<file path="src/rtl/kgc_pkg.sv">
// Shared constants, register codes and types for the keyframe gradient color block.
// No dependencies; imported by every module of the block.
package kgc_pkg;

    // Stored slots for palette colors and keyframes
    localparam int SLOTS = 4;

    // Parameter defaults
    localparam int MAX_COLORS_DEF    = 4;
    localparam int MAX_KEYFRAMES_DEF = 4;
    localparam int CHANNELS_DEF      = 4;

    // Field widths
    localparam int TIME_W   = 32;
    localparam int KT_W     = 16;
    localparam int PERIOD_W = 18;
    localparam int LEVEL_W  = 16;
    localparam int GP_W     = 15;
    localparam int CH_W     = 8;
    localparam int COLOR_W  = 32;
    localparam int CFG_W    = 64;
    localparam int IDX_W    = 3;
    localparam int CNT_W    = 3;
    localparam int OUT_W    = 48;

    // Configuration register indexes
    typedef enum logic [IDX_W-1:0] {
        REG_COLOR_COUNT = 3'd0,
        REG_PALETTE_0   = 3'd1,
        REG_PALETTE_1   = 3'd2,
        REG_PALETTE_2   = 3'd3,
        REG_PALETTE_3   = 3'd4,
        REG_KF_COUNT    = 3'd5,
        REG_KF_TIMES    = 3'd6,
        REG_KF_LEVELS   = 3'd7
    } reg_idx_t;

    // Reset values
    localparam logic [CNT_W-1:0]   COLOR_COUNT_RST = 3'd2;
    localparam logic [CNT_W-1:0]   KF_COUNT_RST    = 3'd2;
    localparam logic [COLOR_W-1:0] PAL0_RST        = 32'h0000_0000;
    localparam logic [COLOR_W-1:0] PAL1_RST        = 32'hFFFF_FFFF;
    localparam logic [COLOR_W-1:0] PAL2_RST        = 32'h0000_0000;
    localparam logic [COLOR_W-1:0] PAL3_RST        = 32'h0000_0000;
    localparam logic [CFG_W-1:0]   KF_TIMES_RST    = 64'h0000_0000_03E8_0000;
    localparam logic [CFG_W-1:0]   KF_LEVELS_RST   = 64'h0000_0000_FFFF_0000;

    typedef logic [COLOR_W-1:0] color_t;

endpackage

</file>
<file path="src/rtl/kgc_mod.sv">
// Pipelined time reduction: time modulo keyframe period, one quotient bit per stage.
// Depends on kgc_pkg.
module kgc_mod (
    input  logic                           clk,
    input  logic                           rst_n,
    input  logic                           in_valid,
    output logic                           in_ready,
    input  logic [kgc_pkg::TIME_W-1:0]     in_time,
    input  logic [kgc_pkg::PERIOD_W-1:0]   period,
    output logic                           out_valid,
    input  logic                           out_ready,
    output logic [kgc_pkg::PERIOD_W-1:0]   out_time
);
    import kgc_pkg::*;

    localparam int N = TIME_W;

    logic [N-1:0]        v_reg;
    logic [N-1:0]        en;
    logic [PERIOD_W-1:0] rem_reg [N];
    logic [TIME_W-1:0]   tsh_reg [N];
    logic [PERIOD_W-1:0] rem_next [N];
    logic [TIME_W-1:0]   tsh_next [N];

    // One restoring step: shift in the next time bit, subtract period if it fits
    function automatic logic [PERIOD_W-1:0] mod_step(input logic [PERIOD_W-1:0] rem,
                                                     input logic bit_in,
                                                     input logic [PERIOD_W-1:0] p);
        logic [PERIOD_W:0] top;
        top = {rem, bit_in};
        if (top >= {1'b0, p})
        begin
            top = top - {1'b0, p};
        end
        return top[PERIOD_W-1:0];
    endfunction

    // Stall chain
    always_comb
    begin
        en[N-1] = !v_reg[N-1] || out_ready;
        for (int k = N-2; k >= 0; k--)
        begin
            en[k] = !v_reg[k] || en[k+1];
        end
    end

    // Next stage values
    always_comb
    begin
        rem_next[0] = mod_step('0, in_time[TIME_W-1], period);
        tsh_next[0] = {in_time[TIME_W-2:0], 1'b0};
        for (int k = 1; k < N; k++)
        begin
            rem_next[k] = mod_step(rem_reg[k-1], tsh_reg[k-1][TIME_W-1], period);
            tsh_next[k] = {tsh_reg[k-1][TIME_W-2:0], 1'b0};
        end
    end

    // Valid bits
    always_ff @(posedge clk or negedge rst_n)
    begin
        if (!rst_n)
        begin
            v_reg <= '0;
        end
        else
        begin
            if (en[0])
            begin
                v_reg[0] <= in_valid;
            end
            for (int k = 1; k < N; k++)
            begin
                if (en[k])
                begin
                    v_reg[k] <= v_reg[k-1];
                end
            end
        end
    end

    // Payload
    always_ff @(posedge clk)
    begin
        for (int k = 0; k < N; k++)
        begin
            if (en[k])
            begin
                rem_reg[k] <= rem_next[k];
                tsh_reg[k] <= tsh_next[k];
            end
        end
    end

    assign in_ready  = en[0];
    assign out_valid = v_reg[N-1];
    // zero period maps every time to 0
    assign out_time  = (period == '0) ? '0 : rem_reg[N-1];

endmodule

</file>
<file path="config.mk">
export PLATFORM = sky130hd
export DESIGN_NAME = kgc_mod
export DESIGN_NICKNAME = d
export VERILOG_FILES = /design/src/rtl/kgc_pkg.sv /design/src/rtl/kgc_mod.sv
export SDC_FILE = /design/constraint.sdc
export NUM_CORES = 2
export LEC_CHECK = 0
export ABC_AREA = 1
export ABC_CLOCK_PERIOD_IN_PS = 12650
export BUFFER_PORTS_ARGS = -buffer_cell sky130_fd_sc_hd__clkbuf_2
export CORE_UTILIZATION = 31
export CTS_CLUSTER_SIZE = 16
export DETAILED_ROUTE_END_ITERATION = 8
export GPL_ROUTABILITY_DRIVEN = 0
export HOLD_SLACK_MARGIN = 0.02
export PLACE_DENSITY = 0.54
export SKIP_CTS_REPAIR_TIMING = 1
export SLEW_MARGIN = 20
export SYNTH_ARGS = -nofsm -noshare
export SYNTH_HDL_FRONTEND = slang
export SYNTH_SLANG_ARGS = --single-unit
</file>
<file path="constraint.sdc">
create_clock -name clk -period 12.65 [get_ports clk]
set_input_delay 1.265 -clock clk [delete_from_list [all_inputs] [get_ports clk]]
set_output_delay 1.265 -clock clk [all_outputs]
set_load 0.03 [all_outputs]
</file>
==> results.sh <==
export IMPL_ys_seq_area_share_pct=54.1
export IMPL_routed_wl_mm=151
export IMPL_whs_endpoint="tsh_reg[1][308]$_DFFE_PP_"
export IMPL_track_usage_pct=14.8
export IMPL_fill_cells=19277
export IMPL_status="finished clean"
export IMPL_htree_levels=3
export IMPL_end_kind="output port"
export IMPL_grt_antenna_before_repair=5
export IMPL_numClockSinks=1104
export IMPL_worst_ep_arrival_time_ps=8100
export IMPL_ios=74
export IMPL_min_period_ps=9370
export IMPL_finalHoldViolations=0
export IMPL_drt_pre_antenna_iters=6
export IMPL_slew_limit_headroom_pct=29.8
export IMPL_cpPeakStageDelay_ps=670
export IMPL_ys_top_cells_by_area="edfxtp_1 53%, ha_1 11%, a21oi_1 8.6%"
export IMPL_postPlaceCellArea_um2=64700
export IMPL_worst_r2r_cell_count=17
export IMPL_clkLatencyLatePin_ps=760
export IMPL_drc=0
export IMPL_fin_nets=6426
export IMPL_dp_hpwl_mm=105
export IMPL_worstPathBufferInverterCount=4
export IMPL_dp_cells=8293
export IMPL_drive_gt1_share_pct=6.14
export IMPL_rows=162
export IMPL_syn_avg_cell_area_um2=10.8
export IMPL_synthCells=5642
export IMPL_synth_top_area_share_pct=52.7
export IMPL_ys_types=40
export IMPL_fin_ws_ps=3280
export IMPL_initial_core_util_pct=31.3
export IMPL_finalInstanceArea_um2=68500
export IMPL_grt_pass1_wl_mm=225
export IMPL_globalRouteOverflowTotal=0
export IMPL_vias=41443
export IMPL_min_from="tsh_reg[1][276]$_DFFE_PP_"
export IMPL_drv_slew=0
export IMPL_setup_tns_final_ps=0
export IMPL_cts_tree="yes"
export IMPL_viasPerCell=4.87
export IMPL_ir_worst_vdd_uv=128
export IMPL_leakage_nw=27.6
export IMPL_hp_class="register to register"
export IMPL_area_delta_synth_final_pct=12.2
export IMPL_min_period_over_period_pct=74.0
export IMPL_tightest_slew_ps=1050
export IMPL_die_h_um=446
export IMPL_async_flop_share_pct=2.90
export IMPL_io_buffers=73
export IMPL_yosysWarnings=0
export IMPL_final_cells=8506
export IMPL_grt_max_degree=51
export IMPL_hold_ws_ps=384
export IMPL_synthFlopType="edfxtp_1"
export IMPL_cpMostUsedCell="nand4_4"
export IMPL_yosysMostFrequentCell="edfxtp_1"
export IMPL_syn_area_um2=61000
export IMPL_max_freq_ghz=0.107
export IMPL_reg2reg_from="v_reg[31]$_DFFE_PN0P_"
export IMPL_cts_inserted_buffers=110
export IMPL_worstSetupPathType="input pin to output port"
export IMPL_clockBufferDepth=3
export IMPL_synth_common_cells="1,072 x edfxtp_1, 1,046 x a21oi_1, 666 x nor2_1"
export IMPL_core_um2=195000
export IMPL_largest_reg_flops=576
export IMPL_maxCapViolCount=0
export IMPL_fin_util_pct=35.1
export IMPL_crit_fanout=47
export IMPL_crit_reg2reg_capture="tsh_reg[0][35]$_DFFE_PP_"
export IMPL_synth_top_cell_by_area="edfxtp_1"
export IMPL_clk_pin_slew_ps=60
export IMPL_drt_iter0_markers=2708
export IMPL_ant_nets=0
export IMPL_yosys_register_bits=1104
export IMPL_clock_skew_final_ps=59.4
export IMPL_die_width_um=446
export IMPL_start_kind="input pin"
export IMPL_pre_cts_slack_ps=3120
export IMPL_powerDensity_nw_per_um2=249
export IMPL_synthesis_nets=6287
export IMPL_rsz0062_at_grt="false"
export IMPL_critPathTopFamily="simple AND/OR/NAND/NOR gates"
export IMPL_holdPathStages=0
export IMPL_synth_edff_count=1072
export IMPL_die_area_um2=199000
export IMPL_cpMaxStageDelayCell="nand4_4"
export IMPL_finalSetupViolCount=0
export IMPL_ff2ff_setup_slack_ps=4770
export IMPL_grt_pass1_vias=39189
export IMPL_power_mw=17.0
export IMPL_wire_per_inst_um=17.7
export IMPL_critPathRequiredTime_ps=11390
export IMPL_root_buffer="clkbuf_16"
export IMPL_crit_chain="clkbuf_2 > inv_1 > nand4_4 > nor3_4 > nand4_4 > nor2_4 > nand4_4 > nor2_4 > nand4_4 > nor2_4 > nand4_4 > nor2_4 > nand4_4 > nor2_4 > nand4_4 > buf_4 > nor2_4 > nand4_4 > clkbuf_2"
## cell type report
class | instances | area [um^2] | area share, %
timing repair buffer | 128 | 788 | 1.15
sequential | 1104 | 33000 | 48.2
clock inverter | 80 | 890 | 1.30
tap | 2624 | 3280 | 4.79
multi-input combinational | 4078 | 26300 | 38.4
clock buffer | 129 | 2840 | 4.15
inverter | 359 | 1350 | 1.97
antenna | 4 | 10.0 | 0.0146
## worst max-delay path by stage
stage / slack (ps) / cells after the start / start / endpoint
global placement: 3330 / 19 / out_ready / in_ready
detailed placement: 3120 / 19 / out_ready / in_ready
finish: 3280 / 19 / out_ready / in_ready
global route: 2440 / 19 / out_ready / in_ready
floorplan: 4000 / 16 / out_ready / in_ready
CTS: 3130 / 19 / out_ready / in_ready
## cell families after synthesis
logic type	synth area share (%)
flip-flops	54.1
adder cells (fa/ha/maj)	12.5
buffers and inverters	2.95
AND/OR/NAND/NOR	11.1
AO/OA/AOI/OAI	12.3
XOR/XNOR	7.10
## layer usage
layer,wire length [um],track usage (%),share of wire (%),vias to the layer above
met5,0,0,0,-
met2,74800,26.0,50,775
met3,5610,2.16,3.7,236
met4,5230,5.17,3.5,0
met1,64900,18.3,43,19674
li1,-,-,-,20758
## worst register-to-register path, delay by kind of cell (launching register included)
kind | cells | cell delay [ps]
buffers and inverters | 2 | 770
and+or+nand+nor | 15 | 6430
DFF | 1 | 420
## power by group
group	total (mW)	switching [mW]	leakage (nW)	internal, mW
Combinational	7.27	4.45	14.4	2.82
Sequential	6.41	0.656	11.4	5.75
Clock	3.37	1.46	1.79	1.91
Total	17.0	6.56	27.6	10.5
## cell usage in the layout, fill, tap and decap left out, types with 48 or more instances in the layout
master and count:
buf_4 55, nand3_1 132, nand3b_1 48, nor2_1 666
nand4_1 51, xor2_1 218, xnor2_1 277, edfxtp_1 1072
o21ai_0 194, nand2_1 595, clkbuf_2 71, a21oi_1 1046
ha_1 560, clkbuf_16 110, inv_1 338
Power figures use the tool's default switching activity.
