**src/rtl/kgc_pkg.sv**
```systemverilog
// Shared constants, register codes and types for the keyframe gradient color block.
// No dependencies; imported by every module of the block.
package kgc_pkg;

    // Stored slots for palette colors and keyframes
    localparam int SLOTS = 4;

    // Parameter defaults
    localparam int MAX_COLORS_DEF    = 4;
    localparam int MAX_KEYFRAMES_DEF = 4;
    localparam int CHANNELS_DEF      = 4;

    // Field widths
    localparam int TIME_W   = 32;
    localparam int KT_W     = 16;
    localparam int PERIOD_W = 18;
    localparam int LEVEL_W  = 16;
    localparam int GP_W     = 15;
    localparam int CH_W     = 8;
    localparam int COLOR_W  = 32;
    localparam int CFG_W    = 64;
    localparam int IDX_W    = 3;
    localparam int CNT_W    = 3;
    localparam int OUT_W    = 48;

    // Configuration register indexes
    typedef enum logic [IDX_W-1:0] {
        REG_COLOR_COUNT = 3'd0,
        REG_PALETTE_0   = 3'd1,
        REG_PALETTE_1   = 3'd2,
        REG_PALETTE_2   = 3'd3,
        REG_PALETTE_3   = 3'd4,
        REG_KF_COUNT    = 3'd5,
        REG_KF_TIMES    = 3'd6,
        REG_KF_LEVELS   = 3'd7
    } reg_idx_t;

    // Reset values
    localparam logic [CNT_W-1:0]   COLOR_COUNT_RST = 3'd2;
    localparam logic [CNT_W-1:0]   KF_COUNT_RST    = 3'd2;
    localparam logic [COLOR_W-1:0] PAL0_RST        = 32'h0000_0000;
    localparam logic [COLOR_W-1:0] PAL1_RST        = 32'hFFFF_FFFF;
    localparam logic [COLOR_W-1:0] PAL2_RST        = 32'h0000_0000;
    localparam logic [COLOR_W-1:0] PAL3_RST        = 32'h0000_0000;
    localparam logic [CFG_W-1:0]   KF_TIMES_RST    = 64'h0000_0000_03E8_0000;
    localparam logic [CFG_W-1:0]   KF_LEVELS_RST   = 64'h0000_0000_FFFF_0000;

    typedef logic [COLOR_W-1:0] color_t;

endpackage

```
**src/rtl/kgc_blend.sv**
```systemverilog
// Palette pick and per-channel blend over three stages, the last one the output register.
// Depends on kgc_pkg.
module kgc_blend #(
    parameter int MAX_COLORS = kgc_pkg::MAX_COLORS_DEF,
    parameter int CHANNELS   = kgc_pkg::CHANNELS_DEF
) (
    input  logic                          clk,
    input  logic                          rst_n,
    input  logic                          in_valid,
    output logic                          in_ready,
    input  logic [kgc_pkg::LEVEL_W-1:0]   in_level,
    input  logic [kgc_pkg::CNT_W-1:0]     color_count,
    input  kgc_pkg::color_t               palette [kgc_pkg::SLOTS],
    output logic                          out_valid,
    input  logic                          out_ready,
    output logic [kgc_pkg::OUT_W-1:0]     out_data
);
    import kgc_pkg::*;

    localparam int CAP  = (MAX_COLORS < SLOTS) ? MAX_COLORS : SLOTS;
    localparam int N    = 3;
    localparam int PW   = CNT_W + GP_W;
    localparam int FW   = 16;
    localparam int PRW  = CH_W + FW + 1;

    logic [N-1:0]     v_reg;
    logic [N-1:0]     en;
    logic [CNT_W-1:0] nc;
    logic [GP_W-1:0]  gp;
    logic [PW-1:0]    p;
    logic [CNT_W-1:0] lo, hi;
    logic [FW-1:0]    frac;

    // stage 0
    color_t           ca_reg, cb_reg;
    logic [FW-1:0]    f_reg;
    logic [GP_W-1:0]  gp0_reg;
    // stage 1
    logic [PRW-1:0]   pa_reg [4];
    logic [PRW-1:0]   pb_reg [4];
    logic [GP_W-1:0]  gp1_reg;
    // stage 2
    logic [OUT_W-1:0] out_reg;
    logic [OUT_W-1:0] out_next;

    // Effective color count
    always_comb
    begin
        nc = color_count;
        if (nc < CNT_W'(1))
        begin
            nc = CNT_W'(1);
        end
        if (nc > CNT_W'(CAP))
        begin
            nc = CNT_W'(CAP);
        end
    end

    // Position along palette, clamped color indexes
    always_comb
    begin
        gp   = in_level[LEVEL_W-1:1];
        p    = nc * gp;
        lo   = CNT_W'(p[PW-1:FW]);
        frac = p[FW-1:0];
        hi   = (frac != '0) ? lo + CNT_W'(1) : lo;
        if (lo > nc - CNT_W'(1)) lo = nc - CNT_W'(1);
        if (hi > nc - CNT_W'(1)) hi = nc - CNT_W'(1);
    end

    // Rounded blend, channels beyond CHANNELS read zero
    always_comb
    begin
        logic [PRW:0] s;
        out_next = '0;
        for (int j = 0; j < 4; j++)
        begin
            s = {1'b0, pa_reg[j]} + {1'b0, pb_reg[j]} + (PRW+1)'(32768);
            if (j < CHANNELS)
            begin
                out_next[j*CH_W +: CH_W] = s[FW +: CH_W];
            end
        end
        out_next[4*CH_W +: GP_W] = gp1_reg;
    end

    // Stall chain
    always_comb
    begin
        en[N-1] = !v_reg[N-1] || out_ready;
        for (int k = N-2; k >= 0; k--)
        begin
            en[k] = !v_reg[k] || en[k+1];
        end
    end

    always_ff @(posedge clk or negedge rst_n)
    begin
        if (!rst_n)
        begin
            v_reg <= '0;
        end
        else
        begin
            if (en[0]) v_reg[0] <= in_valid;
            if (en[1]) v_reg[1] <= v_reg[0];
            if (en[2]) v_reg[2] <= v_reg[1];
        end
    end

    always_ff @(posedge clk)
    begin
        if (en[0])
        begin
            ca_reg  <= palette[lo[1:0]];
            cb_reg  <= palette[hi[1:0]];
            f_reg   <= frac;
            gp0_reg <= gp;
        end
        if (en[1])
        begin
            for (int j = 0; j < 4; j++)
            begin
                pa_reg[j] <= ca_reg[j*CH_W +: CH_W] * ((FW+1)'(65536) - {1'b0, f_reg});
                pb_reg[j] <= cb_reg[j*CH_W +: CH_W] * {1'b0, f_reg};
            end
            gp1_reg <= gp0_reg;
        end
        if (en[2])
        begin
            out_reg <= out_next;
        end
    end

    assign in_ready  = en[0];
    assign out_valid = v_reg[N-1];
    assign out_data  = out_reg;

endmodule

```
**config.mk**
```make
export PLATFORM = sky130hd
export DESIGN_NAME = kgc_blend
export DESIGN_NICKNAME = d
export VERILOG_FILES = /design/src/rtl/kgc_pkg.sv /design/src/rtl/kgc_blend.sv
export SDC_FILE = /design/constraint.sdc
export NUM_CORES = 2
export LEC_CHECK = 0
export ABC_CLOCK_PERIOD_IN_PS = 8200
export BUFFER_PORTS_ARGS = -buffer_cell sky130_fd_sc_hd__buf_2
export CELL_PAD_IN_SITES_DETAIL_PLACEMENT = 1
export CELL_PAD_IN_SITES_GLOBAL_PLACEMENT = 1
export CORE_ASPECT_RATIO = 1.4
export CORE_UTILIZATION = 52
export DETAILED_ROUTE_END_ITERATION = 8
export GPL_ROUTABILITY_DRIVEN = 0
export GPL_TIMING_DRIVEN = 0
export HOLD_SLACK_MARGIN = 0.05
export PLACE_DENSITY = 0.85
export SLEW_MARGIN = 20
export SYNTH_ARGS = -nofsm -noshare
export SYNTH_HDL_FRONTEND = slang
export SYNTH_SLANG_ARGS = --single-unit
```
**constraint.sdc**
```tcl
create_clock -name clk -period 8.2 [get_ports clk]
set_input_delay 0.82 -clock clk [delete_from_list [all_inputs] [get_ports clk]]
set_output_delay 0.82 -clock clk [all_outputs]
set_load 0.03 [all_outputs]
```
==> results.cfg <==
[outcome]
run_status = complete, no violations

[sta]
fmax_ghz = 0.123
setup_viol = 0
skew_ns = 0.0327
hold_viol_final = 0
maxSlewViolCount = 0
finalCritPeriodShare_pct = 99.0
tightest_slew_ns = 1.31
rsz0062_at_grt = true
setup_tns_ns = 0
final.min_clock_period_ns = 8.12
max-slew-margin-rel_pct = 11.9

[synthesis]
syn_inst = 4883
ys_top_cells_by_area = fa_1 29%, edfxtp_1 21%, ha_1 14%
yosysSeqAreaShare_pct = 21.3
async_reset_ff_share_pct = 0.852
avgSynthCellArea_um2 = 10.1
yosysTopAreaCell = fa_1
ys_warn_count = 0
synth_fp_nets = 6297
ys_seq_elements = 352
syn_area_um2 = 49500
synth_top_area_share_pct = 28.6
synth_cell_types = 70
ys.flop_type = edfxtp_1
synth_edf_count = 349

[layout]
drive_gt1_share_pct = 7.57
fill_cells = 10400
stdcell_count = 6398
regArea_um2 = 10600
layout_common_cells = 775 x inv_1, 707 x fa_1, 593 x and2_1
layout_commonest_cell = inv_1
area_growth_pct = 8.91
nets = 6561
multi_input_comb_area_um2 = 35300

[setup_path]
r2r_end = pa_reg[3][22]
cp-start-kind = flop
critical_path_required_ns = 8.54
reg2reg_from = f_reg[3]
critPathLaunch = f_reg[3]
r2r_slack_ns = 0.08
end_kind = flop
rr_worst_depth = 21
path_class = flop to flop
arrival_ns = 8.46
critPathMaxFanout = 10

[die]
dieHeight_um = 367
core_area_um2 = 94200
io-pin-count = 201
start_util_pct = 52.6
die_w_um = 263
core.rowCount = 133
fp.dieArea_um2 = 96500

[placed_design]
dp_hpwl_um = 136000
dp_cells = 6320
io_buffers = 197

[clocking]
htree_num_levels = 2
worstSkewPairLatency_ns = 0.63
cts-root-buf = clkbuf_16
cts_buffer_depth = 3
cts_setup_buffers = 0
cts_tree = built
numCtsBuffers = 41
cts.clk_slew.worst_paths_ns = 0.07
clock_sinks = 352

[hold_path]
hp-class = primary input to flop
worstHoldEndpoint = gp0_reg[12]
whs_path_depth = 1
min_from = in_level[13]

[grt]
antenna_found_initial = 16
grt_max_degree = 33
grt-ovfl-total = 0
first_global_vias = 44000
grt_first_pass_wirelength_um = 254000
grt_util_all_layers_pct = 35.3

[detailed_routing]
drc = 0
via_per_inst = 5.93
wl_per_cell_um = 26.1
firstDrtPassIters = 5
drt_iter0_markers = 2323
wl_um = 167000
num_vias = 37900
antenna_left = 0

[run]
cap_violations = 0
==> synth_stat cells, drive strengths merged (19+ instances only) <==
cell and instances:
and2 593, mux4 32, a21o 60, clkbuf 183
fa 707, nand2 577, and3 20, xor2 41
o21ai 65, or3 22, nor2 127, o21a 42
nor3 58, buf 19, inv 775, nand2b 22
edfxtp 349, mux2i 96, nor2b 35, a211oi 21
xnor2 165, nand3 40, ha 556, a21oi 120
==> logic make-up (layout without fill, tap and decap cells) <==
kind of cell / count (synthesis) / after routing / synth area share, %
fa+ha+maj: 1263 / 1263 / 42.6
mux: 129 / 129 / 3.42
other cells: 1 / 4 / 0.00757
buf+inv: 977 / 1274 / 7.66
flops: 352 / 352 / 21.3
simple gates: 1532 / 1532 / 15.6
compound gates: 423 / 423 / 5.72
xor+xnor: 206 / 206 / 3.64
==> final cells by class <==
type,instances,area share [%]
multi-input combinational,3554,65.4
sequential,352,19.6
inverter,775,5.39
tap,1215,2.82
timing repair buffer,223,2.44
clock buffer,50,2.08
buffer,200,1.70
clock inverter,26,0.582
antenna,3,0.0139
==> worst max-delay path, cell delays in order (launching register included) <==
cell and delay, ns:
edfxtp_1 0.35, clkbuf_1 0.59, or2_2 0.23, nor4_1 0.05
xnor2_1 1.05, clkbuf_1 0.83, and2_1 0.26, fa_1 0.45
fa_1 0.55, inv_1 0.06, fa_1 0.48, inv_1 0.06
fa_1 0.46, ha_1 0.32, or2_2 0.32, a21oi_1 0.18
a21oi_1 0.13, a41o_1 0.37, o41ai_2 0.28, o21ai_0 0.24
o41ai_1 0.41, xnor2_1 0.14
==> per-layer routing <==
layer / share of wire (%) / wire (µm) / vias to the layer above / GRT usage [%]
li1: - / - / 16200 / -
met1: 34 / 56800 / 19400 / 37.3
met2: 49 / 82300 / 1640 / 61.4
met3: 7.7 / 12800 / 670 / 7.86
met4: 9.1 / 15300 / 4 / 26.5
met5: 0.016 / 27 / - / 0
==> how the worst max path moves through the flow <==
stage / end / slack (ns) / cells past startpoint
2_1_floorplan: gp1_reg[0] / 0.66 / 1
3_3_place_gp: pa_reg[3][17] / -2.70 / 2
3_5_place_dp: pa_reg[3][22] / -0.61 / 26
4_1_cts: pa_reg[3][22] / 0.03 / 21
5_1_grt: pa_reg[0][23] / -0.19 / 25
6_report: pa_reg[3][22] / 0.08 / 21
==> per-stage QoR <==
step                      setup WS, ns  hold WS, ns  area [µm²]  utilization (%)
after detailed placement        -0.605        0.408       52400             55.6
after global routing            -0.186        0.417       53900             57.3
final                           0.0825        0.414       53900             57.3
after global placement           -2.70        0.403       52000             55.2
after CTS                       0.0333        0.398       53800             57.2
after floorplan                  0.664        0.400       49500                -
==> what timing repair did <==
item                       in CTS  in global routing
resized for setup              16                 44
setup endpoints to repair      13                 40
pin swaps                       0                  0
hold buffers                    1                  0
hold endpoints to repair        3                  0
Power is not shown: default switching activity piles up to over one toggle a cycle in this logic, so the estimate is an artifact.
