===== config.mk =====
export PLATFORM = sky130hd
export DESIGN_NAME = kgc_seg
export DESIGN_NICKNAME = d
export VERILOG_FILES = /design/src/rtl/kgc_pkg.sv /design/src/rtl/kgc_seg.sv
export SDC_FILE = /design/constraint.sdc
export NUM_CORES = 2
export LEC_CHECK = 0
export ABC_AREA = 1
export BUFFER_PORTS_ARGS = -buffer_cell sky130_fd_sc_hd__buf_2
export CAP_MARGIN = 20
export CORE_AREA = 3 3 238 240
export CTS_CLUSTER_SIZE = 24
export DETAILED_ROUTE_END_ITERATION = 16
export DIE_AREA = 0 0 241 243
export PLACE_DENSITY_LB_ADDON = 0.05
export SYNTH_ARGS = -nofsm -noshare
export SYNTH_HDL_FRONTEND = slang
export SYNTH_SLANG_ARGS = --single-unit

===== constraint.sdc =====
create_clock -name clk -period 10.9 [get_ports clk]
set_clock_uncertainty 0.15 [all_clocks]
set_input_delay 1.635 -clock clk [delete_from_list [all_inputs] [get_ports clk]]
set_output_delay 1.635 -clock clk [all_outputs]
set_load 0.02 [all_outputs]

===== src/rtl/kgc_pkg.sv =====
// Shared constants, register codes and types for the keyframe gradient color block.
// No dependencies; imported by every module of the block.
package kgc_pkg;

    // Stored slots for palette colors and keyframes
    localparam int SLOTS = 4;

    // Parameter defaults
    localparam int MAX_COLORS_DEF    = 4;
    localparam int MAX_KEYFRAMES_DEF = 4;
    localparam int CHANNELS_DEF      = 4;

    // Field widths
    localparam int TIME_W   = 32;
    localparam int KT_W     = 16;
    localparam int PERIOD_W = 18;
    localparam int LEVEL_W  = 16;
    localparam int GP_W     = 15;
    localparam int CH_W     = 8;
    localparam int COLOR_W  = 32;
    localparam int CFG_W    = 64;
    localparam int IDX_W    = 3;
    localparam int CNT_W    = 3;
    localparam int OUT_W    = 48;

    // Configuration register indexes
    typedef enum logic [IDX_W-1:0] {
        REG_COLOR_COUNT = 3'd0,
        REG_PALETTE_0   = 3'd1,
        REG_PALETTE_1   = 3'd2,
        REG_PALETTE_2   = 3'd3,
        REG_PALETTE_3   = 3'd4,
        REG_KF_COUNT    = 3'd5,
        REG_KF_TIMES    = 3'd6,
        REG_KF_LEVELS   = 3'd7
    } reg_idx_t;

    // Reset values
    localparam logic [CNT_W-1:0]   COLOR_COUNT_RST = 3'd2;
    localparam logic [CNT_W-1:0]   KF_COUNT_RST    = 3'd2;
    localparam logic [COLOR_W-1:0] PAL0_RST        = 32'h0000_0000;
    localparam logic [COLOR_W-1:0] PAL1_RST        = 32'hFFFF_FFFF;
    localparam logic [COLOR_W-1:0] PAL2_RST        = 32'h0000_0000;
    localparam logic [COLOR_W-1:0] PAL3_RST        = 32'h0000_0000;
    localparam logic [CFG_W-1:0]   KF_TIMES_RST    = 64'h0000_0000_03E8_0000;
    localparam logic [CFG_W-1:0]   KF_LEVELS_RST   = 64'h0000_0000_FFFF_0000;

    typedef logic [COLOR_W-1:0] color_t;

endpackage


===== src/rtl/kgc_seg.sv =====
// Segment search and interpolation numerator over three stages.
// Depends on kgc_pkg.
module kgc_seg #(
    parameter int MAX_KEYFRAMES = kgc_pkg::MAX_KEYFRAMES_DEF
) (
    input  logic                          clk,
    input  logic                          rst_n,
    input  logic                          in_valid,
    output logic                          in_ready,
    input  logic [kgc_pkg::PERIOD_W-1:0]  in_time,
    input  logic [kgc_pkg::CNT_W-1:0]     kf_count,
    input  logic [kgc_pkg::CFG_W-1:0]     kf_times,
    input  logic [kgc_pkg::CFG_W-1:0]     kf_levels,
    output logic                          out_valid,
    input  logic                          out_ready,
    output logic [2*kgc_pkg::KT_W-1:0]    out_num,
    output logic [kgc_pkg::KT_W-1:0]      out_w
);
    import kgc_pkg::*;

    localparam int CAP = (MAX_KEYFRAMES < SLOTS) ? MAX_KEYFRAMES : SLOTS;
    localparam int N   = 3;

    logic [N-1:0]       v_reg;
    logic [N-1:0]       en;
    logic [CNT_W-1:0]   nk;

    // stage 0: segment
    logic [KT_W-1:0]    d_reg, w_reg, la_reg, lb_reg;
    logic [KT_W-1:0]    d_next, w_next, la_next, lb_next;
    // stage 1: products
    logic [2*KT_W-1:0]  pa_reg, pb_reg;
    logic [KT_W-1:0]    w1_reg;
    // stage 2: numerator
    logic [2*KT_W-1:0]  num_reg;
    logic [KT_W-1:0]    w2_reg;
    logic [2*KT_W:0]    num_sum;

    // Effective keyframe count
    always_comb
    begin
        nk = kf_count;
        if (nk < CNT_W'(2))
        begin
            nk = CNT_W'(2);
        end
        if (nk > CNT_W'(CAP))
        begin
            nk = CNT_W'(CAP);
        end
    end

    // Segment search, closed lower edge, highest match wins
    always_comb
    begin
        logic [KT_W-1:0] ta, tb;
        logic [1:0]      seg;
        seg    = '0;
        d_next = '0;
        w_next = KT_W'(1);
        for (int i = 0; i < SLOTS-1; i++)
        begin
            ta = kf_times[i*KT_W +: KT_W];
            tb = kf_times[(i+1)*KT_W +: KT_W];
            if ((CNT_W'(i+1) < nk) && ({2'b00, ta} <= in_time) && (in_time < {2'b00, tb}))
            begin
                seg    = 2'(i);
                d_next = in_time[KT_W-1:0] - ta;
                w_next = tb - ta;
            end
        end
        la_next = kf_levels[seg*KT_W +: KT_W];
        lb_next = (seg == 2'(SLOTS-1)) ? '0 : kf_levels[(seg+2'd1)*KT_W +: KT_W];
    end

    assign num_sum = {1'b0, pa_reg} + {1'b0, pb_reg} + {{(KT_W+2){1'b0}}, w1_reg[KT_W-1:1]};

    // Stall chain
    always_comb
    begin
        en[N-1] = !v_reg[N-1] || out_ready;
        for (int k = N-2; k >= 0; k--)
        begin
            en[k] = !v_reg[k] || en[k+1];
        end
    end

    always_ff @(posedge clk or negedge rst_n)
    begin
        if (!rst_n)
        begin
            v_reg <= '0;
        end
        else
        begin
            if (en[0]) v_reg[0] <= in_valid;
            if (en[1]) v_reg[1] <= v_reg[0];
            if (en[2]) v_reg[2] <= v_reg[1];
        end
    end

    always_ff @(posedge clk)
    begin
        if (en[0])
        begin
            d_reg  <= d_next;
            w_reg  <= w_next;
            la_reg <= la_next;
            lb_reg <= lb_next;
        end
        if (en[1])
        begin
            pa_reg <= la_reg * (w_reg - d_reg);
            pb_reg <= lb_reg * d_reg;
            w1_reg <= w_reg;
        end
        if (en[2])
        begin
            // sum stays below 2^32 since both weights add up to w
            num_reg <= num_sum[2*KT_W-1:0];
            w2_reg  <= w1_reg;
        end
    end

    assign in_ready  = en[0];
    assign out_valid = v_reg[N-1];
    assign out_num   = num_reg;
    assign out_w     = w2_reg;

endmodule


==> summary.txt <==
Outcome
  • Result of the run: finished, final reports clean

Routing
  • Vias/cell: 5.641
  • Average wire per cell in the routed design: 19.49 um
  • DRT antenna net count: 0
  • Routed WL: 106400 um
  • Detailed-router iteration count before antenna repair: 6
  • Via Count: 30800
  • Detailed-route DRC error count: 0
  • Detailed router's first-iteration violation count: 2821

Yosys
  • Nets in the synthesized netlist: 5654
  • FF+latch count, synth: 195
  • Adder-Cell Fraction of Synth Area: 0.3944
  • Async S/R FF share, synth: 0.01538
  • Simple-gate portion of the synthesized area: 0.2169
  • Portion of the post-synthesis area used by sequential elements: 0.1646
  • Number of distinct library cell variants in the gate-level netlist after synthesis: 48
  • Post-synthesis compound-gate area fraction: 0.06423
  • EDFF count, synth: 192
  • Area of the mapped netlist: 35490 um^2
  • Primary flip-flop cell chosen by synthesis mapping: edfxtp_1
  • Syn. warnings: 0
  • Mux cell area share after synthesis: 0
  • Cell count after synthesis: 4638
  • Largest family of logic cells by synthesized area: adder cells
  • Parity-gate share of the synthesized area counting xor and xnor cells: 0.03307
  • Synthesized area divided by synthesized cell count: 7.652 um^2

Global routing
  • Fraction of met2 tracks used by global routing: 0.5816
  • Most utilized layer in the global route result: met2
  • First-pass GRT wire length: 166400 um
  • Overall overflow remaining after global route: 0
  • Initial antenna violation count: 2
  • Via count of the first global-routing pass: 30270
  • Largest net degree at the start of global routing: 81
  • Global-route usage over all layers: 0.3706
  • GR met3 Demand/Resource: 0.07670
  • Met1 track utilization from global routing: 0.4970

CTS
  • Number of gates resized after CTS: 0
  • Clock-pin slew on the worst setup and hold paths: 90 ps
  • CTS sink cnt: 195
  • CTS tree: built
  • Clock tree root driver cell: clkbuf_16
  • Quantity of hold-fixing buffers added after cts: 0
  • Maximum clock insertion buffer count: 2
  • H-tree depth: 4
  • Number of setup buffers added after CTS: 0
  • Clock buffer count from CTS: 17
  • Clock latency of the later-clocked register in the worst-skew pair: 490 ps

Placement
  • HPWL after DPL: 89220 um
  • Post-Place Cells: 5426
  • Number of buffer cells added on primary ports: 202
  • Weighted congestion at the end of routability-driven global placement: 1.025

STA
  • Sum of negative setup slack: 0 ps
  • Shortest period the worst path allows: 8202 ps
  • Highest Clock Rate: 0.1219 GHz
  • Remaining max-slew budget at the tightest pin: 0.2751
  • Actual transition at the worst max-transition pin: 1085 ps
  • Crit share post-route: 0.7525
  • Final hold viol count: 0
  • Slew Viols, Final: 0
  • Unrepaired setup endpoints after global routing: false
  • Endpoints failing setup: 0

Final layout
  • Most frequent cells in the layout: nand2_1 (1163), inv_1 (1011), ha_1 (437)
  • Number of antenna repair diodes: 0
  • Number of non-filler instances in the completed layout: 5459
  • Leading cell type in the layout, fill and taps excluded: nand2_1
  • Fillcell total: 4761
  • Layout cells sized above 1: 0.05846
  • Area Overhead vs Synth: 5.746%
  • Net count of the finished layout: 5758

Worst setup path
  • Required @ worst endpoint: 11000 ps
  • Most used cell, CP: inv_1
  • Largest fanout on the critical path: 17
  • Slowest-stage cell, CP: edfxtp_1
  • Data arrival time of the critical path: 8300 ps
  • CP Class: reg2reg
  • Largest stage delay on the critical path: 970 ps
  • Startpoint Class: flip-flop
  • Endpoint type of the worst setup path: flip-flop
  • Register-to-register setup slack: 2700 ps

Floorplan
  • I/O pin total: 203
  • Die extent in y: 243 um
  • Area of the die: 58560 um^2
  • CORE AREA: 54880 um^2
  • Starting density of the core: 0.6467
  • Std cell rows: 86
  • X dimension of the die: 241 um

Min path
  • Path type of the worst min-delay path: reg2reg

Job
  • Maximum Capacitance Violations: 0
## final timing paths
| kind | start | end | depth (start not counted) |
|---|---|---|---|
| max in group asynchronous | rst_n | v_reg[2] | 1 |
| setup reg to reg | d_reg[7] | pa_reg[24] | 31 |
| min in group asynchronous | rst_n | v_reg[0] | 1 |
| hold reg to reg | v_reg[1] | v_reg[2] | 2 |
| hold / removal | v_reg[1] | v_reg[2] | 2 |
| setup / recovery | d_reg[7] | pa_reg[24] | 31 |
## cells by family (layout without fill, tap and decap cells)
family	after synthesis	in the layout
AND/OR/NAND/NOR	1881	1881
flip-flops	195	195
XOR/XNOR	134	134
adder cells (fa/ha/maj)	863	863
AO/OA/AOI/OAI	408	408
buffers and inverters	1157	1274
## cell type report
| cell class | count | area (um^2) | share of cell area |
|---|---|---|---|
| flip-flops and latches | 195 | 5841 | 0.1556 |
| clock inverters | 15 | 242.7 | 0.006468 |
| clock buffers | 17 | 425.4 | 0.01134 |
| inverters | 1025 | 3847 | 0.1025 |
| multi-input cells | 3286 | 25170 | 0.6705 |
| repair buffers | 217 | 1127 | 0.03004 |
| well taps | 704 | 880.8 | 0.02347 |
## critical path: cells and delay by family (launching register included)
kind / cells / cell delay [ps]
AO/OA/AOI/OAI: 3 / 550
XOR/XNOR: 1 / 60
adder cells (fa/ha/maj): 8 / 3850
buffers and inverters: 7 / 520
flip-flops: 1 / 970
AND/OR/NAND/NOR: 12 / 1870
## through the flow
| stage | cell area, um^2 | setup WS [ps] | util | hold slack, ps |
|---|---|---|---|---|
| global route | 37530 | 2209 | 0.6839 | 340.9 |
| finish | 37530 | 2698 | 0.6839 | 305.5 |
| floorplan | 35490 | 3871 | - | 250.3 |
| global placement | 36840 | 2879 | 0.6714 | 277.6 |
| detailed placement | 36850 | 2675 | 0.6716 | 283.6 |
| CTS | 37520 | 2599 | 0.6837 | 305.3 |
## Yosys cell counts, types with 4 or more instances
master	n	area [um^2]
o31ai_1	4	30.03
and2_1	6	37.54
nand2_1	1165	4373
a31oi_1	9	56.30
nor4_1	5	31.28
o21ai_0	97	485.5
nand3_1	321	1607
and3_1	4	25.02
inv_2	5	18.77
nor2_1	296	1111
nand4_1	34	212.7
nor2_2	7	43.79
fa_1	426	8528
buf_4	9	67.56
buf_2	18	90.09
o211ai_1	4	30.03
nor3_1	22	110.1
clkinv_1	8	30.03
xnor2_1	42	367.9
clkbuf_1	91	341.6
a21o_1	20	150.1
inv_1	1012	3799
xor2_1	92	805.8
a21oi_1	218	1091
o21bai_1	20	150.1
a211oi_1	4	30.03
nand3b_1	5	37.54
ha_1	437	5468
o21a_1	13	97.59
buf_6	14	157.7
or2_2	9	56.30
edfxtp_1	192	5766
a21boi_0	5	37.54
## per-layer routing
metal / vias to the layer above / wire length (um) / part of all wire
li1: 14520 / - / -
met5: - / 18 / 0.00017
met3: 274 / 9703 / 0.091
met1: 14500 / 43170 / 0.41
met4: 4 / 5408 / 0.051
met2: 1498 / 48080 / 0.45
Power is not shown: default switching activity piles up to over one toggle a cycle in this logic, so the estimate is an artifact.
