[src/rtl/kgc_pkg.sv]
// Shared constants, register codes and types for the keyframe gradient color block.
// No dependencies; imported by every module of the block.
package kgc_pkg;

    // Stored slots for palette colors and keyframes
    localparam int SLOTS = 4;

    // Parameter defaults
    localparam int MAX_COLORS_DEF    = 4;
    localparam int MAX_KEYFRAMES_DEF = 4;
    localparam int CHANNELS_DEF      = 4;

    // Field widths
    localparam int TIME_W   = 32;
    localparam int KT_W     = 16;
    localparam int PERIOD_W = 18;
    localparam int LEVEL_W  = 16;
    localparam int GP_W     = 15;
    localparam int CH_W     = 8;
    localparam int COLOR_W  = 32;
    localparam int CFG_W    = 64;
    localparam int IDX_W    = 3;
    localparam int CNT_W    = 3;
    localparam int OUT_W    = 48;

    // Configuration register indexes
    typedef enum logic [IDX_W-1:0] {
        REG_COLOR_COUNT = 3'd0,
        REG_PALETTE_0   = 3'd1,
        REG_PALETTE_1   = 3'd2,
        REG_PALETTE_2   = 3'd3,
        REG_PALETTE_3   = 3'd4,
        REG_KF_COUNT    = 3'd5,
        REG_KF_TIMES    = 3'd6,
        REG_KF_LEVELS   = 3'd7
    } reg_idx_t;

    // Reset values
    localparam logic [CNT_W-1:0]   COLOR_COUNT_RST = 3'd2;
    localparam logic [CNT_W-1:0]   KF_COUNT_RST    = 3'd2;
    localparam logic [COLOR_W-1:0] PAL0_RST        = 32'h0000_0000;
    localparam logic [COLOR_W-1:0] PAL1_RST        = 32'hFFFF_FFFF;
    localparam logic [COLOR_W-1:0] PAL2_RST        = 32'h0000_0000;
    localparam logic [COLOR_W-1:0] PAL3_RST        = 32'h0000_0000;
    localparam logic [CFG_W-1:0]   KF_TIMES_RST    = 64'h0000_0000_03E8_0000;
    localparam logic [CFG_W-1:0]   KF_LEVELS_RST   = 64'h0000_0000_FFFF_0000;

    typedef logic [COLOR_W-1:0] color_t;

endpackage

[src/rtl/kgc_div.sv]
// Pipelined restoring divider for the interpolated level, one quotient bit per stage.
// Depends on kgc_pkg.
module kgc_div (
    input  logic                          clk,
    input  logic                          rst_n,
    input  logic                          in_valid,
    output logic                          in_ready,
    input  logic [2*kgc_pkg::KT_W-1:0]    in_num,
    input  logic [kgc_pkg::KT_W-1:0]      in_w,
    output logic                          out_valid,
    input  logic                          out_ready,
    output logic [kgc_pkg::LEVEL_W-1:0]   out_level
);
    import kgc_pkg::*;

    localparam int N = LEVEL_W;
    localparam int XW = 2*KT_W;

    logic [N-1:0]    v_reg;
    logic [N-1:0]    en;
    // upper half partial remainder, lower half dividend bits then quotient bits
    logic [XW-1:0]   x_reg [N];
    logic [KT_W-1:0] w_reg [N];
    logic [XW-1:0]   x_next [N];

    function automatic logic [XW-1:0] div_step(input logic [XW-1:0] x,
                                               input logic [KT_W-1:0] w);
        logic [KT_W:0] top;
        logic          q;
        top = x[XW-1:KT_W-1];
        q   = (top >= {1'b0, w});
        if (q)
        begin
            top = top - {1'b0, w};
        end
        return {top[KT_W-1:0], x[KT_W-2:0], q};
    endfunction

    always_comb
    begin
        x_next[0] = div_step(in_num, in_w);
        for (int k = 1; k < N; k++)
        begin
            x_next[k] = div_step(x_reg[k-1], w_reg[k-1]);
        end
    end

    // Stall chain
    always_comb
    begin
        en[N-1] = !v_reg[N-1] || out_ready;
        for (int k = N-2; k >= 0; k--)
        begin
            en[k] = !v_reg[k] || en[k+1];
        end
    end

    always_ff @(posedge clk or negedge rst_n)
    begin
        if (!rst_n)
        begin
            v_reg <= '0;
        end
        else
        begin
            if (en[0])
            begin
                v_reg[0] <= in_valid;
            end
            for (int k = 1; k < N; k++)
            begin
                if (en[k])
                begin
                    v_reg[k] <= v_reg[k-1];
                end
            end
        end
    end

    always_ff @(posedge clk)
    begin
        if (en[0])
        begin
            x_reg[0] <= x_next[0];
            w_reg[0] <= in_w;
        end
        for (int k = 1; k < N; k++)
        begin
            if (en[k])
            begin
                x_reg[k] <= x_next[k];
                w_reg[k] <= w_reg[k-1];
            end
        end
    end

    assign in_ready  = en[0];
    assign out_valid = v_reg[N-1];
    assign out_level = x_reg[N-1][LEVEL_W-1:0];

endmodule

[config.mk]
export PLATFORM = sky130hd
export DESIGN_NAME = kgc_div
export DESIGN_NICKNAME = d
export VERILOG_FILES = /design/src/rtl/kgc_pkg.sv /design/src/rtl/kgc_div.sv
export SDC_FILE = /design/constraint.sdc
export NUM_CORES = 1
export LEC_CHECK = 0
export BUFFER_PORTS_ARGS = -buffer_cell sky130_fd_sc_hd__buf_2
export CORE_ASPECT_RATIO = 1.2
export CORE_MARGIN = 2
export CORE_UTILIZATION = 55
export CTS_CLUSTER_SIZE = 40
export DETAILED_ROUTE_END_ITERATION = 8
export PLACE_DENSITY = 0.71
export SLEW_MARGIN = 20
export SYNTH_ARGS = -nofsm -noshare
export SYNTH_HDL_FRONTEND = slang
export SYNTH_SLANG_ARGS = --single-unit
[constraint.sdc]
create_clock -name clk -period 9 [get_ports clk]
set_clock_uncertainty 0.05 [all_clocks]
set_input_delay 1.8 -clock clk [delete_from_list [all_inputs] [get_ports clk]]
set_output_delay 1.8 -clock clk [all_outputs]
set_load 0.01 [all_outputs]
==> metrics.yaml, run 1 <==
routing:
  post_drt_wl_per_cell_um: 19.4
  ant_nets: 0
  drt_iter0_drc: 1355
  drt-total-wl_um: 78500
  drc: 0
  via_per_inst: 5.76
  vias: 23300
  dr.pass1.iters: 5
synthesis:
  async_flop_share_pct: 2.13
  ys.flop_type: "edfxtp_1"
  synthMuxAreaShare_pct: 6.79
  synth_top_area_share_pct: 57.3
  syn_inst: 2964
  synth_seq_area_share_pct: 58.4
  yosys_warnings: 0
  yosys.area.top_type: "edfxtp_1"
  synth-compound-area-share_pct: 11.0
  synth_top_family_by_area: "compound AO/OA/AOI/OAI gates"
  ys_seq_elements: 752
  synth_edf_count: 736
  synthDistinctLibCells: 76
  synth_area_um2: 38600
  synth-xor-area-share_pct: 3.27
  synth_fp_nets: 3287
  synth_fa_ha_area_share_pct: 9.09
  synthTopCellsByArea: "edfxtp_1 57%, ha_1 8.3%, mux2_2 5.3%, inv_1 3.2%, xnor2_1 2.2%"
  syn_avg_cell_area_um2: 13.0
  yosys.area_share.simple_pct: 7.55
clock_network:
  ctsResizeCount: 0
  cts_tree: "done"
  htree_levels: 3
  cts_hold_buf: 0
  cts-root-buf: "clkbuf_16"
  post_cts_buffers: 0
  insertion_delay_ns: 0.63
  clk_pin_slew_ns: 0.06
  cts.sinks: 752
  clock_path_buffers: 3
  cts_inserted_buffers: 76
worst_setup_path:
  reg2reg_from: "v_reg[15]"
  ff2ff_path_depth: 8
  timing.critical_path.from_type: "input pin"
  reg2reg_to: "w_reg[0][47]"
  crit_path_end_kind: "output pin"
  r2r_slack_ns: 4.94
  worstPathRequired_ns: 7.15
  cp.arrival_ns: 5.34
  criticalPathCategory: "input pin to output pin"
  crit_fanout: 50
cells_and_area:
  area_delta_synth_final_pct: 10.1
  post-route-util_pct: 61.1
  antenna_cells_inserted: 0
  num-nets-final: 3399
  final_area_um2: 42400
  drive_gt1_share_pct: 14.1
  final_cell_mix: "736 x edfxtp_1, 322 x inv_1, 256 x ha_1"
  largest_reg_flops: 496
  instances_no_fill: 4051
  layout_commonest_cell: "edfxtp_1"
placed_design:
  dp_slack_ns: 1.84
  placed_cells: 3916
  place_congestion: 0.913
  io_buffers: 69
  postPlaceCellArea_um2: 39900
  hpwl_um: 59400
timing:
  timing.final.ws_setup_ns: 1.81
  final_hold_viol_count: 0
  whs_ns: 0.357
  rsz0062_at_grt: "no"
  maxSlewViolCount: 0
  worstMarginPinSlew_ns: 1.04
  tns_ns: 0
  fin_crit_ns: 7.19
  slew_headroom_pct: 30.6
  max_freq_mhz: 139
  finalCritPeriodShare_pct: 79.9
  setup_violations: 0
floorplan:
  ios: 70
  dieArea_um2: 72300
  placementRows: 106
  floorplan.initialDensity_pct: 55.5
  die_h_um: 294
  die_x_um: 246
  coreArea_um2: 69500
hold_path:
  worstHoldEndpoint: "x_reg[1][2]"
  worstHoldStart: "x_reg[0][225]"
  whs_path_depth: 0
  hp-class: "flop to flop"
grt:
  grt_pass1_wl_um: 124000
  grt_max_degree: 51
  use_met1_pct: 22.6
  first_global_vias: 24000
  globalRouteMet2Util_pct: 42.8
  gr-max-usage-layer: "met2"
  grt_usage_pct: 22.0
  met3_usage_pct: 2.53
  overflow: 0
  antenna_found_initial: 0
pwr:
  power.total_mw: 16.3
  cellLeakagePower_nw: 17.4
  worst_ir_drop_vdd_mv: 0.222
  cellPowerDensity_nw_per_um2: 384
run_status:
  outcome: "finished, final reports clean"
job:
  max_cap_violations: 0
synth_stat cells, types with 9 or more instances:
| cell | instances |
|---|---|
| o21bai_1 | 11 |
| and4_1 | 10 |
| o21a_1 | 54 |
| nand4_1 | 24 |
| nor4_1 | 18 |
| mux2_2 | 180 |
| a211o_1 | 17 |
| dfrtp_1 | 16 |
| o311ai_0 | 11 |
| nand2_1 | 117 |
| ha_1 | 256 |
| clkbuf_1 | 12 |
| nand3b_1 | 9 |
| o31ai_1 | 9 |
| or4_1 | 9 |
| nand3_1 | 44 |
| o31a_1 | 18 |
| o21ai_0 | 112 |
| a21oi_1 | 162 |
| nor2_1 | 122 |
| xnor2_1 | 99 |
| nand2b_1 | 40 |
| and3_1 | 21 |
| a21o_1 | 74 |
| nor3_1 | 41 |
| buf_4 | 19 |
| and2_1 | 13 |
| or2_2 | 13 |
| inv_1 | 326 |
| a211oi_1 | 28 |
| or3_1 | 25 |
| nor2b_1 | 54 |
| a31oi_1 | 18 |
| fa_1 | 15 |
| xor2_1 | 45 |
| mux2i_1 | 42 |
| edfxtp_1 | 736 |
| buf_2 | 13 |
| mux2_4 | 10 |
metal layers:
metal	wire length, µm	part of all wire (%)
met1	28600	36
met2	43400	55
met3	2540	3.2
met4	4010	5.1
met5	0	0
layout make-up:
class | instances | area, µm²
clock buffer | 90 | 1980
clock inverter | 45 | 557
fill | 5375 | 27100
inverter | 326 | 1220
multi-input combinational | 1837 | 14600
sequential | 752 | 22500
tap | 918 | 1150
timing repair buffer | 83 | 450
report_power, final:
group	internal (mW)	switching, mW
logic	3.30	3.77
registers	5.43	0.586
clock network	1.90	1.32
total	10.6	5.68
worst max-delay path by stage:
stage                to  slack (ns)  depth (start not counted)       from
2_1_floorplan  in_ready        0.86                          8  out_ready
3_3_place_gp   in_ready        1.90                         11  out_ready
4_1_cts        in_ready        1.83                         11  out_ready
5_1_grt        in_ready        1.37                         11  out_ready
3_5_place_dp   in_ready        1.84                         11  out_ready
6_report       in_ready        1.81                         11  out_ready
worst max-delay path, stage by stage:
cell and delay (ns):
buf_2 0.09, nand2b_1 0.54, nor2_1 0.51, inv_2 0.49, nor2_1 0.46, and2_1 0.27
inv_2 0.07, nor2_1 0.41, nand3_2 0.11, buf_4 0.31, buf_2 0.24
cell families after synthesis:
group                    after synthesis
AND/OR/NAND/NOR                      568
buffers and inverters                375
adder cells (fa/ha/maj)              271
XOR/XNOR                             144
multiplexers                         234
flip-flops                           752
AO/OA/AOI/OAI                        620
Note: power is estimated with default switching activity, not from simulation.
==> run 2: changes to the inputs <==
--- a/config.mk
+++ b/config.mk
@@ -5,6 +5,7 @@
 export SDC_FILE = /design/constraint.sdc
 export NUM_CORES = 1
 export LEC_CHECK = 0
+export ABC_AREA = 1
 export BUFFER_PORTS_ARGS = -buffer_cell sky130_fd_sc_hd__buf_2
 export CORE_ASPECT_RATIO = 1.2
 export CORE_MARGIN = 2
==> constraint.sdc (replaced) <==
create_clock -name clk -period 6.8 [get_ports clk]
set_clock_uncertainty 0.05 [all_clocks]
set_input_delay 1.36 -clock clk [delete_from_list [all_inputs] [get_ports clk]]
set_output_delay 1.36 -clock clk [all_outputs]
set_load 0.01 [all_outputs]
==> metrics.yaml, run 2 <==
cells_and_area:
  area_delta_synth_final_pct: 9.26  # was 10.1%
  layout_commonest_cell: "edfxtp_1"  # unchanged
  num-nets-final: 3998  # was 3399
  fillers: 5762  # was 5375
  instances_no_fill: 4663  # was 4051
  drive_gt1_share_pct: 12.7  # was 14.1%
  final_cell_mix: "736 x edfxtp_1, 670 x nand2_1, 404 x inv_1"  # was 736 x edfxtp_1, 322 x inv_1, 256 x ha_1
  final_area_um2: 43200  # was 42400 µm²
  largest_reg_flops: 496  # unchanged
worst_setup_path:
  ff2ff_path_depth: 7  # was 8
  cp_top_family: "simple AND/OR/NAND/NOR gates"  # unchanged
  reg2reg_from: "w_reg[0][34]"  # was v_reg[15]
  crit_fanout: 50  # unchanged
  reg2reg_to: "x_reg[0][112]"  # was w_reg[0][47]
  criticalPathCategory: "input pin to output pin"  # unchanged
  r2r_slack_ns: 3.92  # was 4.94 ns
  startpoint: "out_ready"  # unchanged
  worst-path-buf-inv: 4  # was 5
  crit_path_frequent_cell: "nand4_4"  # was nor2_1
  slowest_stage: "buf_4"  # was nand2b_1
  max_stage_delay_ns: 0.34  # was 0.54 ns
  crit_path_end_kind: "output pin"  # unchanged
  timing.critical_path.from_type: "input pin"  # unchanged
  worst-path-stages: 11  # unchanged
  worstPathRequired_ns: 5.39  # was 7.15 ns
  cp.arrival_ns: 3.46  # was 5.34 ns
  crit_chain: "buf_2 -> inv_1 -> nand4_2 -> nor3_4 -> nand4_4 -> nor2_4 -> nand4_4 -> nor2_4 -> nand4_4 -> buf_4 -> buf_2"  # was buf_2 -> nand2b_1 -> nor2_1 -> inv_2 -> nor2_1 -> and2_1 -> inv_2 -> nor2_1 -> nand3_2 -> buf_4 -> buf_2
routing:
  ant_nets: 0  # unchanged
  via_per_inst: 5.47  # was 5.76
  dr.pass1.iters: 5  # unchanged
  drt_iter0_drc: 1650  # was 1355
  drc: 0  # unchanged
  drt-total-wl_um: 86700  # was 78500 µm
  post_drt_wl_per_cell_um: 18.6  # was 19.4 µm
  vias: 25500  # was 23.3k
hold_path:
  whs_path_depth: 0  # unchanged
  worstHoldStart: "x_reg[0][130]"  # was x_reg[0][225]
  worstHoldEndpoint: "x_reg[0][163]"  # was x_reg[1][2]
  hp-class: "flop to flop"  # unchanged
job:
  max_cap_violations: 0  # unchanged
timing:
  tns_ns: 0  # unchanged
  setup_violations: 0  # unchanged
  rsz0062_at_grt: "no"  # unchanged
  slew_headroom_pct: 28.1  # was 30.6%
  whs_ns: 0.353  # was 0.357 ns
  final_hold_viol_count: 0  # unchanged
  max_freq_mhz: 205
  fin_crit_ns: 4.87
  finalCritPeriodShare_pct: 71.6
  worstMarginPinSlew_ns: 1.08  # was 1.04 ns
  timing.final.ws_setup_ns: 1.93  # was 1.81 ns
  maxSlewViolCount: 0  # unchanged
synthesis:
  synth_seq_area_share_pct: 56.9  # was 58.4%
  synth_fp_nets: 3896  # was 3287
  syn_avg_cell_area_um2: 11.1  # was 13.0 µm²
  ys_seq_elements: 752  # unchanged
  yosys_warnings: 0  # unchanged
  syn_inst: 3573  # was 2964
  synth_commonest_cells: "736 x edfxtp_1, 673 x nand2_1, 409 x inv_1, 323 x nand3_1, 256 x ha_1"  # was 736 x edfxtp_1, 326 x inv_1, 256 x ha_1, 180 x mux2_2, 162 x a21oi_1
  synth_top_area_share_pct: 55.9  # was 57.3%
  synthDistinctLibCells: 52  # was 76
  synthTopCellsByArea: "edfxtp_1 56%, ha_1 8.1%, nand2_1 6.4%, nand3_1 4.1%, inv_1 3.9%"  # was edfxtp_1 57%, ha_1 8.3%, mux2_2 5.3%, inv_1 3.2%, xnor2_1 2.2%
  synth_edf_count: 736  # unchanged
  ys.flop_type: "edfxtp_1"  # unchanged
  yosys.area.top_type: "edfxtp_1"  # unchanged
  yosysMostFrequentCell: "edfxtp_1"  # unchanged
  synth_area_um2: 39600  # was 38600 µm²
  async_flop_share_pct: 2.13  # unchanged
clock_network:
  htree_levels: 3  # unchanged
  insertion_delay_ns: 0.63  # about the same
  post_cts_buffers: 0  # unchanged
  cts_inserted_buffers: 77  # was 76
  cts_hold_buf: 0  # unchanged
  clk_pin_slew_ns: 0.06  # about the same
  clock_path_buffers: 3  # unchanged
  cts-root-buf: "clkbuf_16"  # unchanged
  cts_tree: "done"  # unchanged
  cts.sinks: 752  # unchanged
  ctsResizeCount: 0  # unchanged
placed_design:
  hpwl_um: 66200  # was 59400 µm
  postPlaceCellArea_um2: 40600  # was 39900 µm²
  placed_cells: 4522  # was 3916
  place_congestion: 0.927  # was 0.913
  dp_slack_ns: 1.91  # was 1.84 ns
  io_buffers: 69  # unchanged
grt:
  grt_pass1_wl_um: 136000  # was 124000 µm
  overflow: 0  # unchanged
  antenna_found_initial: 2  # was 0
  grt_usage_pct: 23.5  # was 22.0%
  first_global_vias: 25100  # was 24.0k
  grt_max_degree: 51  # unchanged
floorplan:
  die_h_um: 298  # was 294 µm
  placementRows: 107  # was 106
  ios: 70  # unchanged
  coreArea_um2: 71100  # was 69500 µm²
  die_x_um: 249  # was 246 µm
  dieArea_um2: 74100  # was 72300 µm²
  floorplan.initialDensity_pct: 55.6  # was 55.5%
pwr:
  cellLeakagePower_nw: 18.6  # was 17.4 nW
  cellPowerDensity_nw_per_um2: 576  # was 384 nW/µm²
  worst_ir_drop_vdd_mv: 0.234  # was 0.222 mV
run_status:
  outcome: "finished, final reports clean"  # unchanged
run 2: changes by cell type in the layout (fill, tap and decap cells not counted), sizes merged, moves of 54 or more:
| cell | delta |
|---|---|
| nor2b | -54 |
| o21ai | +54 |
| o21a | -54 |
| nand2 | +708 |
| nand3 | +293 |
| mux2 | -192 |
| inv | +87 |
run 2: power breakdown:
group          switching [mW]  internal, mW
combinational            7.53          4.21
sequential               1.13          7.75
clock                    1.74          2.54
run 2: through the flow:
step,total power [mW],util [%]
final,24.9,60.8
after global placement,20.4,57.2
after CTS,25.0,60.8
after global routing,26.8,60.8
after floorplan,17.8,-
after detailed placement,20.6,57.2
run 2: logic make-up (layout without fill, tap and decap cells):
family / count (synthesis) / count (layout) / synth area share (%)
and+or+nand+nor: 1425 / 1425 / 17.5
DFF: 752 / 752 / 56.9
AOI/OAI and AO/OA: 493 / 493 / 7.92
buffers and inverters: 472 / 635 / 5.30
adders and majority gates: 271 / 271 / 8.86
xor gates and xnor gates: 160 / 160 / 3.54
other: 0 / 1 / 0
run 2: how the worst max path moves through the flow:
stage               endpoint  slack [ns]
floorplan           in_ready        0.13
CTS                 in_ready        1.90
detailed placement  in_ready        1.91
finish              in_ready        1.93
global placement    in_ready        1.94
global route        in_ready        1.78
run 2: routing by layer:
| layer | GRT usage [%] | part of all wire, % | up-vias |
|---|---|---|---|
| met5 | 0 | 0.015 | - |
| met4 | 11.2 | 4.6 | 2 |
| met3 | 2.83 | 3.9 | 189 |
| met2 | 43.6 | 53 | 629 |
| met1 | 26.9 | 39 | 12100 |
| li1 | - | - | 12600 |
run 2: worst reg2reg max path, stage by stage, from the launching register on:
cell      delay [ns]
edfxtp_1        0.47
inv_1           0.07
ha_1            0.33
nand2_1         0.18
nor2_1          0.10
a311oi_4        0.85
nand2_8         0.23
o21ai_0         0.37
run 2: cell type report:
class	count	area [µm²]	area share, %
sequential	752	22500	52.1
multi-input combinational	2349	15000	34.7
clock buffer	100	2080	4.81
inverter	411	1540	3.57
tap	926	1160	2.68
clock inverter	40	480	1.11
timing repair buffer	84	458	1.06
antenna	1	2.50	0.00579
==> run 3: changes to the inputs <==
==> constraint.sdc (replaced) <==
create_clock -name clk -period 4.7 [get_ports clk]
set_clock_uncertainty 0.05 [all_clocks]
set_input_delay 0.94 -clock clk [delete_from_list [all_inputs] [get_ports clk]]
set_output_delay 0.94 -clock clk [all_outputs]
set_load 0.01 [all_outputs]
==> metrics.yaml, run 3 (same netlist as run 2, synthesis figures left out) <==
clock_network:
  cts_hold_buf: 0  # unchanged
  cts_tree: "done"  # unchanged
  cts.sinks: 752  # unchanged
  cts-root-buf: "clkbuf_16"  # unchanged
  ctsResizeCount: 0  # unchanged
  clock_path_buffers: 3  # unchanged
  post_cts_buffers: 0  # unchanged
  cts_inserted_buffers: 76  # was 77
  htree_levels: 3  # unchanged
  clk_pin_slew_ns: 0.06  # about the same
  insertion_delay_ns: 0.63  # about the same
timing:
  slew_headroom_pct: 28.4  # was 28.1%
  setup_violations: 0  # unchanged
  worstMarginPinSlew_ns: 1.07  # was 1.08 ns
  finalCritPeriodShare_pct: 78.4
  tns_ns: 0  # unchanged
  final_hold_viol_count: 0  # unchanged
  maxSlewViolCount: 0  # unchanged
  fin_crit_ns: 3.69
  max_freq_mhz: 271
  rsz0062_at_grt: "no"  # unchanged
worst_setup_path:
  timing.critical_path.from_type: "input pin"  # unchanged
  worst-path-buf-inv: 3  # was 4
  criticalPathCategory: "input pin to output pin"  # unchanged
  crit_fanout: 5  # was 50
  worstPathRequired_ns: 3.71  # was 5.39 ns
  crit_path_frequent_cell: "nand4_4"  # unchanged
  slowest_stage: "nor2_4"  # was buf_4
  max_stage_delay_ns: 0.28  # was 0.34 ns
  crit_chain: "buf_2 -> inv_12 -> nand4_4 -> nor3_4 -> nand4_4 -> nor2_4 -> nand4_4 -> nor2_4 -> nand4_4 -> buf_2"  # was buf_2 -> inv_1 -> nand4_2 -> nor3_4 -> nand4_4 -> nor2_4 -> nand4_4 -> nor2_4 -> nand4_4 -> buf_4 -> buf_2
  cp.arrival_ns: 2.70  # was 3.46 ns
  crit_path_end_kind: "output pin"  # unchanged
  cp_top_family: "simple AND/OR/NAND/NOR gates"  # unchanged
placed_design:
  place_congestion: 0.942  # was 0.927
  io_buffers: 69  # unchanged
  hpwl_um: 65900  # was 66200 µm
  placed_cells: 4523  # was 4522
routing:
  ant_nets: 0  # unchanged
  via_per_inst: 5.49  # was 5.47
  drt_iter0_drc: 1447  # was 1650
  drc: 0  # unchanged
  dr.pass1.iters: 7  # was 5
  post_drt_wl_per_cell_um: 18.4  # was 18.6 µm
  drt-total-wl_um: 85900  # was 86700 µm
  vias: 25600  # was 25.5k
grt:
  grt_pass1_wl_um: 136000  # about the same
  overflow: 0  # unchanged
  use_met1_pct: 24.9  # was 26.9%
  gr-max-usage-layer: "met2"  # unchanged
  antenna_found_initial: 1  # was 2
  met3_usage_pct: 3.19  # was 2.83%
  first_global_vias: 25700  # was 25.1k
  grt_usage_pct: 23.4  # was 23.5%
  globalRouteMet2Util_pct: 45.3  # was 43.6%
  grt_max_degree: 51  # unchanged
cells_and_area:
  drive_gt1_share_pct: 13.0  # was 12.7%
  largest_reg_flops: 496  # unchanged
  antenna_cells_inserted: 0  # was 1
  instances_no_fill: 4663  # unchanged
  seq_area_um2: 22500  # unchanged
  num-nets-final: 3998  # unchanged
  area_delta_synth_final_pct: 9.38  # was 9.26%
  layout_commonest_cell: "edfxtp_1"  # unchanged
  final_cell_mix: "736 x edfxtp_1, 670 x nand2_1, 403 x inv_1"  # was 736 x edfxtp_1, 670 x nand2_1, 404 x inv_1
  fillers: 5769  # was 5762
  multi_input_area_um2: 15000  # about the same
job:
  max_cap_violations: 0  # unchanged
floorplan:
  floorplan.initialDensity_pct: 55.6  # unchanged
  placementRows: 107  # unchanged
  die_h_um: 298  # unchanged
  dieArea_um2: 74100  # unchanged
  ios: 70  # unchanged
  coreArea_um2: 71100  # unchanged
  die_x_um: 249  # unchanged
run_status:
  outcome: "finished, final reports clean"  # unchanged
hold_path:
  hp-class: "input pin to asynchronous set/reset pin"  # was flop to flop
[run 3: cell types whose count changed in the layout (fill, tap and decap cells not counted), moves of 2 or more]
cell and delta:
clkbuf_16 -4, clkinv_1 +2, clkbuf_1 -11, clkinv_4 +4, bufinv_16 +2, clkinvlp_4 +3, inv_6 +4
[run 3: final timing paths]
check	from	end	slack [ns]	cells past startpoint
worst max-delay path	out_ready	in_ready	1.01	10
worst min register to register	x_reg[0][104]	x_reg[0][137]	0.36	0
max in group asynchronous	rst_n	v_reg[15]	3.96	1
worst max register to register	x_reg[0][86]	x_reg[0][113]	1.72	7
min in group clk	x_reg[0][104]	x_reg[0][137]	0.36	0
worst min-delay path	rst_n	v_reg[5]	0.25	1
[run 3: layout make-up]
| type | instances | share of cell area (%) |
|---|---|---|
| Clock buffer | 86 | 4.51 |
| Clock inverter | 54 | 1.47 |
| Inverter | 411 | 3.59 |
| Multi-Input combinational cell | 2349 | 34.7 |
| Sequential cell | 752 | 52.0 |
| Tap cell | 926 | 2.68 |
| Timing Repair Buffer | 85 | 1.08 |
[run 3: layer usage]
layer	share of wire [%]	vias up
li1	-	12600
met1	37	12200
met2	55	605
met3	3.5	198
met4	4.5	2
met5	0.012	-
[run 3: through the flow]
step	hold slack (ns)	worst slack [ns]	cell area [µm²]	utilization (%)
floorplan	0.350	-0.634	39600	-
global placement	0.350	0.950	40700	57.2
detailed placement	0.355	0.967	40700	57.2
CTS	0.251	0.950	43300	60.9
global route	0.267	0.869	43300	60.9
finish	0.252	1.01	43300	60.9
Power of run 3 is left out: the tool's default activity adds up to more than one toggle a clock period on the data nets, which glitch-free logic cannot reach.
